[config.mk]
export PLATFORM = sky130hd
export DESIGN_NAME = piecewise_linear_range_calibration
export DESIGN_NICKNAME = d
export VERILOG_FILES = /design/src/plrc_pkg.sv /design/src/piecewise_linear_range_calibration.sv
export SDC_FILE = /design/constraint.sdc
export NUM_CORES = 2
export LEC_CHECK = 0
export ABC_CLOCK_PERIOD_IN_PS = 7100
export BUFFER_PORTS_ARGS = -buffer_cell sky130_fd_sc_hd__buf_2
export CORE_MARGIN = 3
export CORE_UTILIZATION = 45
export CTS_BUF_LIST = sky130_fd_sc_hd__clkbuf_4 sky130_fd_sc_hd__clkbuf_8
export CTS_CLUSTER_SIZE = 16
export DETAILED_ROUTE_END_ITERATION = 10
export MAX_ROUTING_LAYER = met4
export PLACE_DENSITY_LB_ADDON = 0.2
export SETUP_SLACK_MARGIN = 0.02
export SLEW_MARGIN = 20
export SYNTH_ARGS = -nofsm -noshare
export SYNTH_HDL_FRONTEND = slang
export SYNTH_SLANG_ARGS = --single-unit
[constraint.sdc]
create_clock -name clk_i -period 7.1 [get_ports clk_i]
set_input_delay 0.355 -clock clk_i [delete_from_list [all_inputs] [get_ports clk_i]]
set_output_delay 0.355 -clock clk_i [all_outputs]
set_load 0.01 [all_outputs]
[src/plrc_pkg.sv]
// Package for the piecewise-linear range calibration: widths, stage map, types, divider step.
`default_nettype none

package plrc_pkg;

  localparam int unsigned SampleW   = 16;
  localparam int unsigned DistW     = 10;
  localparam int unsigned FacW      = 16;
  localparam int unsigned CountW    = 2;
  localparam int unsigned CfgIdxW   = 3;
  localparam int unsigned CfgDataW  = 16;
  localparam int unsigned NumPoints = 3;
  localparam int unsigned ProdW     = SampleW + FacW;
  localparam int unsigned NumW      = FacW + DistW;

  localparam int unsigned FactorFracBitsDefault = 14;
  localparam logic [FacW-1:0] FactorReset = FacW'(16384);

  // Restoring divider: one quotient bit per step, a few steps per register stage.
  localparam int unsigned DivSteps        = FacW;
  localparam int unsigned DivBitsPerStage = 2;
  localparam int unsigned DivStages       = DivSteps / DivBitsPerStage;

  // Pipeline stage map.
  localparam int unsigned StSel     = 0;
  localparam int unsigned StMul     = 1;
  localparam int unsigned StDiv0    = 2;
  localparam int unsigned StFac     = StDiv0 + DivStages;
  localparam int unsigned StProd    = StFac + 1;
  localparam int unsigned StOut     = StProd + 1;
  localparam int unsigned NumStages = StOut + 1;

  typedef enum logic [CfgIdxW-1:0] {
    CFG_POINT_COUNT = 3'd0,
    CFG_POINT0_DIST = 3'd1,
    CFG_POINT1_DIST = 3'd2,
    CFG_POINT2_DIST = 3'd3,
    CFG_POINT0_FAC  = 3'd4,
    CFG_POINT1_FAC  = 3'd5,
    CFG_POINT2_FAC  = 3'd6
  } cfg_idx_e;

  typedef struct packed {
    logic [SampleW-1:0] cm;
    logic               pass;
    logic               interp;
    logic [FacW-1:0]    fl;
    logic               neg;
    logic [FacW-1:0]    dmag;
    logic [DistW-1:0]   off;
    logic [DistW-1:0]   gap;
  } sel_t;

  typedef struct packed {
    logic [SampleW-1:0] cm;
    logic               pass;
    logic               interp;
    logic [FacW-1:0]    fl;
    logic               neg;
    logic [DistW-1:0]   gap;
    logic [DistW-1:0]   rem;
    logic [FacW-1:0]    nlo;
    logic [FacW-1:0]    quot;
  } div_t;

  typedef struct packed {
    logic [SampleW-1:0] cm;
    logic               pass;
    logic [FacW-1:0]    fac;
  } fac_t;

  typedef struct packed {
    logic [SampleW-1:0] cm;
    logic               pass;
    logic [ProdW-1:0]   prod;
  } prod_t;

  typedef struct packed {
    logic [SampleW-1:0] corrected;
    logic               sat;
    logic               pass;
  } out_t;

  // One restoring-division step: bring in the next numerator bit, subtract if it fits.
  function automatic div_t div_step(div_t x);
    logic [DistW:0] t;
    logic           qb;
    div_t           y;
    y = x;
    t = {x.rem, x.nlo[FacW-1]};
    if (t >= {1'b0, x.gap}) begin
      y.rem = DistW'(t - {1'b0, x.gap});
      qb    = 1'b1;
    end else begin
      y.rem = t[DistW-1:0];
      qb    = 1'b0;
    end
    y.nlo  = {x.nlo[FacW-2:0], 1'b0};
    y.quot = {x.quot[FacW-2:0], qb};
    return y;
  endfunction

endpackage

`default_nettype wire

[src/piecewise_linear_range_calibration.sv]
// Top level: calibration registers and the sample correction pipeline.
// Items pass the selection, multiply, divider, factor, product and output registers in order.
// Throughput: one item per cycle unless stalled; interpolation divider: 8 stages of 2 quotient bits.
// Each stage holds its item under stall and loads as soon as the stage after it frees up.
// Reset clears all valid bits and sets point count 0, distances 0, factors 1.0 at 14 fraction bits.
`default_nettype none

module piecewise_linear_range_calibration #(
  parameter int unsigned FACTOR_FRAC_BITS = plrc_pkg::FactorFracBitsDefault
) (
  input  logic                            clk_i,
  input  logic                            rst_ni,
  input  logic                            cfg_valid_i,
  output logic                            cfg_ready_o,
  input  logic [plrc_pkg::CfgIdxW-1:0]    cfg_index_i,
  input  logic [plrc_pkg::CfgDataW-1:0]   cfg_data_i,
  input  logic                            in_valid_i,
  output logic                            in_stall_o,
  input  logic [plrc_pkg::SampleW-1:0]    raw_distance_i,
  output logic                            out_valid_o,
  input  logic                            out_stall_i,
  output logic [plrc_pkg::SampleW-1:0]    corrected_distance_o,
  output logic                            saturated_o
);
  import plrc_pkg::*;

  // ---------------- calibration registers ----------------
  logic [CountW-1:0] count_q;
  logic [DistW-1:0]  pt_dist_q [NumPoints];
  logic [FacW-1:0]   pt_fac_q  [NumPoints];

  assign cfg_ready_o = 1'b1;

  always_ff @(posedge clk_i or negedge rst_ni) begin
    if (!rst_ni) begin
      count_q <= '0;
      for (int i = 0; i < NumPoints; i++) begin
        pt_dist_q[i] <= '0;
        pt_fac_q[i]  <= FactorReset;
      end
    end else if (cfg_valid_i && cfg_ready_o) begin
      unique case (cfg_idx_e'(cfg_index_i))
        CFG_POINT_COUNT: count_q      <= cfg_data_i[CountW-1:0];
        CFG_POINT0_DIST: pt_dist_q[0] <= cfg_data_i[DistW-1:0];
        CFG_POINT1_DIST: pt_dist_q[1] <= cfg_data_i[DistW-1:0];
        CFG_POINT2_DIST: pt_dist_q[2] <= cfg_data_i[DistW-1:0];
        CFG_POINT0_FAC:  pt_fac_q[0]  <= cfg_data_i[FacW-1:0];
        CFG_POINT1_FAC:  pt_fac_q[1]  <= cfg_data_i[FacW-1:0];
        CFG_POINT2_FAC:  pt_fac_q[2]  <= cfg_data_i[FacW-1:0];
        default: ;
      endcase
    end
  end

  // ---------------- flow control ----------------
  logic [NumStages-1:0] valid_q;
  logic [NumStages:0]   rdy;

  always_comb begin
    rdy[NumStages] = !out_stall_i;
    for (int k = NumStages - 1; k >= 0; k--) begin
      rdy[k] = !valid_q[k] || rdy[k+1];
    end
  end

  assign in_stall_o = !rdy[0];

  always_ff @(posedge clk_i or negedge rst_ni) begin
    if (!rst_ni) begin
      valid_q <= '0;
    end else begin
      if (rdy[0]) begin
        valid_q[0] <= in_valid_i;
      end
      for (int k = 1; k < NumStages; k++) begin
        if (rdy[k]) begin
          valid_q[k] <= valid_q[k-1];
        end
      end
    end
  end

  // ---------------- stage: point selection ----------------
  sel_t sel_d, sel_q;

  always_comb begin
    logic [DistW-1:0] last_d;
    logic [FacW-1:0]  last_f;
    logic [DistW-1:0] dl, dh;
    logic [FacW-1:0]  fl, fh;
    logic             up1;

    last_d = (count_q == CountW'(2)) ? pt_dist_q[1] : pt_dist_q[2];
    last_f = (count_q == CountW'(2)) ? pt_fac_q[1]  : pt_fac_q[2];
    up1    = raw_distance_i <= SampleW'(pt_dist_q[1]);
    dl     = up1 ? pt_dist_q[0] : pt_dist_q[1];
    dh     = up1 ? pt_dist_q[1] : pt_dist_q[2];
    fl     = up1 ? pt_fac_q[0]  : pt_fac_q[1];
    fh     = up1 ? pt_fac_q[1]  : pt_fac_q[2];

    sel_d.cm     = raw_distance_i;
    sel_d.pass   = (count_q == '0);
    sel_d.interp = 1'b0;
    sel_d.fl     = pt_fac_q[0];
    sel_d.neg    = fh < fl;
    sel_d.dmag   = (fh < fl) ? (fl - fh) : (fh - fl);
    // Below the last point the sample fits in the distance width.
    sel_d.off    = raw_distance_i[DistW-1:0] - dl;
    sel_d.gap    = dh - dl;

    priority if (count_q == CountW'(1)) begin
      sel_d.fl = pt_fac_q[0];
    end else if (raw_distance_i <= SampleW'(pt_dist_q[0])) begin
      sel_d.fl = pt_fac_q[0];
    end else if (raw_distance_i >= SampleW'(last_d)) begin
      sel_d.fl = last_f;
    end else begin
      sel_d.fl     = fl;
      sel_d.interp = 1'b1;
    end
  end

  always_ff @(posedge clk_i) begin
    if (rdy[StSel]) begin
      sel_q <= sel_d;
    end
  end

  // ---------------- stage: factor delta times offset ----------------
  div_t mul_d, mul_q;

  always_comb begin
    logic [NumW-1:0] num;
    num          = NumW'(sel_q.dmag) * NumW'(sel_q.off);
    mul_d.cm     = sel_q.cm;
    mul_d.pass   = sel_q.pass;
    mul_d.interp = sel_q.interp;
    mul_d.fl     = sel_q.fl;
    mul_d.neg    = sel_q.neg;
    mul_d.gap    = sel_q.gap;
    // For interpolated items the offset never exceeds the gap, so the top bits start below the divisor.
    mul_d.rem    = num[NumW-1:FacW];
    mul_d.nlo    = num[FacW-1:0];
    mul_d.quot   = '0;
  end

  always_ff @(posedge clk_i) begin
    if (rdy[StMul]) begin
      mul_q <= mul_d;
    end
  end

  // ---------------- stages: divide by the distance gap ----------------
  div_t div_in [DivStages];
  div_t div_q  [DivStages];

  for (genvar s = 0; s < DivStages; s++) begin : g_div
    div_t step_d;

    if (s == 0) begin : g_first
      assign div_in[s] = mul_q;
    end else begin : g_next
      assign div_in[s] = div_q[s-1];
    end

    always_comb begin
      step_d = div_in[s];
      for (int b = 0; b < DivBitsPerStage; b++) begin
        step_d = div_step(step_d);
      end
    end

    always_ff @(posedge clk_i) begin
      if (rdy[StDiv0 + s]) begin
        div_q[s] <= step_d;
      end
    end
  end

  // ---------------- stage: final factor ----------------
  fac_t fac_d, fac_q;
  div_t div_last;

  assign div_last = div_q[DivStages-1];

  always_comb begin
    fac_d.cm   = div_last.cm;
    fac_d.pass = div_last.pass;
    // Interpolated factor always lies between the two point factors.
    if (!div_last.interp) begin
      fac_d.fac = div_last.fl;
    end else if (div_last.neg) begin
      fac_d.fac = div_last.fl - div_last.quot;
    end else begin
      fac_d.fac = div_last.fl + div_last.quot;
    end
  end

  always_ff @(posedge clk_i) begin
    if (rdy[StFac]) begin
      fac_q <= fac_d;
    end
  end

  // ---------------- stage: sample times factor ----------------
  prod_t prod_d, prod_q;

  always_comb begin
    prod_d.cm   = fac_q.cm;
    prod_d.pass = fac_q.pass;
    prod_d.prod = ProdW'(fac_q.cm) * ProdW'(fac_q.fac);
  end

  always_ff @(posedge clk_i) begin
    if (rdy[StProd]) begin
      prod_q <= prod_d;
    end
  end

  // ---------------- stage: scale and saturate ----------------
  out_t out_d, out_q;

  always_comb begin
    logic [ProdW-1:0] shifted;
    shifted = prod_q.prod >> FACTOR_FRAC_BITS;
    out_d.pass = prod_q.pass;
    if (prod_q.pass) begin
      out_d.corrected = prod_q.cm;
      out_d.sat       = 1'b0;
    end else if (|shifted[ProdW-1:SampleW]) begin
      out_d.corrected = '1;
      out_d.sat       = 1'b1;
    end else begin
      out_d.corrected = shifted[SampleW-1:0];
      out_d.sat       = 1'b0;
    end
  end

  always_ff @(posedge clk_i) begin
    if (rdy[StOut]) begin
      out_q <= out_d;
    end
  end

  assign out_valid_o          = valid_q[StOut];
  assign corrected_distance_o = out_q.corrected;
  assign saturated_o          = out_q.sat;

  // ---------------- assertions ----------------
  a_sat_clamps: assert property (@(posedge clk_i) disable iff (!rst_ni)
    out_valid_o && saturated_o |-> corrected_distance_o == '1)
    else $error("saturated result not clamped");

  a_pass_no_sat: assert property (@(posedge clk_i) disable iff (!rst_ni)
    out_valid_o && out_q.pass |-> !saturated_o)
    else $error("pass-through item flagged saturated");

  a_stall_full: assert property (@(posedge clk_i) disable iff (!rst_ni)
    in_stall_o |-> (&valid_q) && out_stall_i)
    else $error("input stalled while the pipeline has a free stage");

  a_div_rem: assert property (@(posedge clk_i) disable iff (!rst_ni)
    valid_q[StFac-1] && div_last.interp |-> div_last.rem < div_last.gap)
    else $error("divider remainder not below the gap");

endmodule

`default_nettype wire

==> summary.md <==
| Metric | Value |
|---|---|
| Setup repair after global routing missed its margin | `no` |
| Actual transition at the worst max-transition pin | `1.110 ns` |
| Height of the die | `between 300 and 400 um` |
| Pin count of the biggest net entering global routing | `73` |
| CP startpoint kind | `register` |
| Post-CTS repair timing setup buffer count | `0` |
| Synthesis-stage register bit count | `roughly 870` |
| Die Span X | `350.6 um` |
| Routed wirelength normalized by instance count | `~18 um` |
| Placement row count | `125` |
| Area share of the largest cell type after synthesis | `43.56%` |
| Final setup violation count | `0` |
| Number of warnings reported in the yosys synthesis log | `0` |
| Number of standard cells after synthesis | `4,419` |
| Total Die Area | `122,900 sq um` |
| Via count normalized by instance count | `5.152` |
| Cells on Worst Hold Path | `4` |
| Register-to-register setup slack | `0.47 ns` |
| Post-layout instance area | `59,320 sq um` |
| Detailed-route via count | `roughly 32,000` |
| Hold Path Sink | `pt_dist_q[29]$_DFFE_PN0P_` |
| Post-route DRC | `0` |
| R2R depth | `21` |
| Total congestion overflow | `0` |
| Total wire length | `roughly 110,000 um` |
| Max Clock Freq | `150.7 MHz` |
| Clk buf depth | `3` |
| Core outline area | `117,000 sq um` |
| Number of hold violations in the final report | `0` |
| Count of clock tree sinks | `868` |
| Outcome | `complete, no violations` |
| Final Slew Violations | `0` |
| Post-route core utilization | `50.70%` |
| Largest fanout on the critical path | `16` |
| Violation count after the first detailed-route iteration | `about 1,700` |
| Hold path start | `cfg_valid_i` |
| Netlist Area Pre-Place | `53,420 sq um` |
| Worst hold path class | `in2reg` |
| Post-synthesis area per instance | `12.09 sq um` |
| Total global routing track utilization | `19.33%` |
| Cells taking the most area after synthesis | `edfxtp_1, fa_1, ha_1` |
| Final net count | `5,396` |
| Routed Antenna Nets | `0` |
| Share of post-route cells with drive strength above 1 | `12.42%` |
| Headroom to the max-slew limit | `26.00%` |
| Dominant register cell in the synthesized netlist | `edfxtp_1` |
| Post-synth EDFFs | `775` |
| Yosys cell types | `77` |
| Critical path arrival | `7.20 ns` |
| Post-Syn Nets | `5,199` |
| Final weighted congestion in routability-driven placement | `0.8700` |
| TritonCTS clock tree | `built` |
| Clock-pin slew reported for the worst setup and hold paths after clock tree synthesis | `0.06 ns` |
| Launch point of the worst reg-to-reg path | `fac_q[4]$_DFFE_PP_` |
| Accumulated negative setup slack | `0 ns` |
| Fraction of synthesis flops using an asynchronous set or reset pin | `between 10% and 20%` |
| Placed cell area | `55,720 sq um` |
| Worst hold slack | `0.2017 ns` |
| Number of top-level pins | `60` |
| Area added between synthesis and finish | `11.03%` |
| Starting density of the core | `45.67%` |
| Clock root cell | `clkbuf_8` |
| Detailed Routing Iterations Pass 1 | `7` |
| Depth of the CTS H-tree | `4` |
| Number of buffers inserted by port buffering | `58` |
| Cell taking the most area after synthesis | `edfxtp_1` |
| Endpoint class of the critical path | `register` |
| Share of the clock period used by the worst path | `93.45%` |
| End of the worst register-to-register path | `prod_q[31]$_DFFE_PP_` |
| Num CTS Buffers | `approximately 150` |
| Maximum capacitance violations | `0` |
| Post-layout min period | `6.635 ns` |
| Initial antenna violation count | `1` |
| Wire length of the first global-routing pass | `182,000 um` |
| Quantity of hold-fixing buffers added after cts | `38` |
| Sequential-to-total area share from yosys stat | `a little under half` |
| Worst-Skew Late Latency | `~0.85 ns` |
| # resized after CTS | `0` |
| Final clock skew | `0.05283 ns` |
| Data required time of the worst path | `7.67 ns` |
| Worst Path Class, Setup | `reg2reg` |
| Final HPWL from detailed placement | `83,280 um` |
| Vias in the first global route | `33,620` |
## worst max-delay path: stages, from the launching register on
cell and delay (ns):
edfxtp_1 0.60, and2_1 0.28, fa_1 0.53, inv_1 0.05, fa_1 0.46, fa_1 0.51, fa_1 0.56, inv_1 0.05
fa_1 0.47, inv_1 0.05, fa_1 0.47, inv_1 0.04, ha_1 0.28, a21o_1 0.18, a21o_1 0.17, a32oi_1 0.25
a21oi_1 0.19, o211a_1 0.27, o21a_1 0.23, a2111o_1 0.40, a31o_2 0.25, xnor2_1 0.11
## synthesized netlist by cell type (5+ instances only)
library cell,n
nor4_1,11
o21bai_1,19
a31o_2,12
buf_2,7
buf_1,5
and4_1,6
edfxtp_1,775
clkbuf_1,91
ha_1,417
dfrtp_1,90
nor2_1,177
nand3_1,32
or3_1,25
a211o_1,7
o211ai_1,10
a21oi_1,192
nand2b_1,34
nand4b_1,5
inv_1,617
o21a_1,29
mux2_2,182
o21ai_0,151
nand2_1,379
nor2b_1,50
a21boi_0,17
a211oi_1,27
a41oi_1,7
a2111oi_0,7
and3_1,13
a21o_1,74
fa_1,323
xor2_1,41
o31a_1,6
nor3_1,43
mux2i_1,93
xnor2_1,131
nand4_1,31
o31ai_1,16
and2_1,188
or2_2,13
## final cells by class
type                    count  area (sq um)
multi-input cells        2827         25180
clock buffers             198          2431
well taps                1524          1907
inverters                 618          2320
fillers                 10230         57670
repair buffers            153          1111
diodes                      2         5.005
clock inverters            64         763.2
flip-flops and latches    868         25600
## state kept, by name, summed over array words and instances, names as in the netlist
name                  cells
corrected_distance_o     16
count_q                   2
div_in                   71
div_q                   548
fac_q                    33
mul_d                    45
out_d                     1
prod_q                   34
pt_dist_q                30
pt_fac_q                 48
saturated_o               1
sel_q                    26
valid_q                  13
## cells by family after synthesis
group | count (synthesis) | share of synthesized area [%]
buffers and inverters | 724 | 5.120
XOR/XNOR | 172 | 2.820
other | 1 | 0.007019
adder cells (fa/ha/maj) | 740 | 21.87
flip-flops | 868 | 47.92
multiplexers | 275 | 5.579
AO/OA/AOI/OAI | 618 | 7.373
AND/OR/NAND/NOR | 1021 | 9.309
## cell usage in the layout (no fill, tap or decap), drive strengths merged, types with 29 or more instances in the layout
cell	instances
o21a	29
nand2b	34
dlygate4sd3	37
fa	323
inv	628
buf	116
nand2	379
mux2i	93
and2	188
ha	417
nand4	32
nor2	177
a21oi	192
xnor2	131
dfrtp	90
nor2b	50
a21o	74
xor2	41
clkbuf	198
edfxtp	775
nand3	32
mux2	182
nor3	43
o21ai	155
clkinv	42
## routing by layer
metal	part of all wire (%)	global-route usage [%]
met1	45	24.32
met2	49	32.14
met3	3.3	2.745
met4	2.9	6.619
met5	0	-
## metrics by stage
step,cells,setup slack (ns)
final,6254,0.4651
after global routing,6254,0.2015
after CTS,6252,0.4409
after detailed placement,5952,0.4345
after global placement,5952,0.4347
after floorplan,4419,0.8759
## worst max path at each step
| stage | start | endpoint | cells past startpoint | slack (ns) |
|---|---|---|---|---|
| 4_1_cts | fac_q[4]$_DFFE_PP_ | prod_q[31]$_DFFE_PP_ | 21 | 0.44 |
| 3_5_place_dp | fac_q[4]$_DFFE_PP_ | prod_q[31]$_DFFE_PP_ | 21 | 0.43 |
| 3_3_place_gp | fac_q[4]$_DFFE_PP_ | prod_q[31]$_DFFE_PP_ | 21 | 0.43 |
| 5_1_grt | fac_q[4]$_DFFE_PP_ | prod_q[31]$_DFFE_PP_ | 21 | 0.20 |
| 2_1_floorplan | fac_q[1]$_DFFE_PP_ | prod_q[21]$_DFFE_PP_ | 21 | 0.88 |
| 6_report | fac_q[4]$_DFFE_PP_ | prod_q[31]$_DFFE_PP_ | 21 | 0.47 |
Power is not shown: default switching activity piles up to over one toggle a cycle in this logic, so the estimate is an artifact.
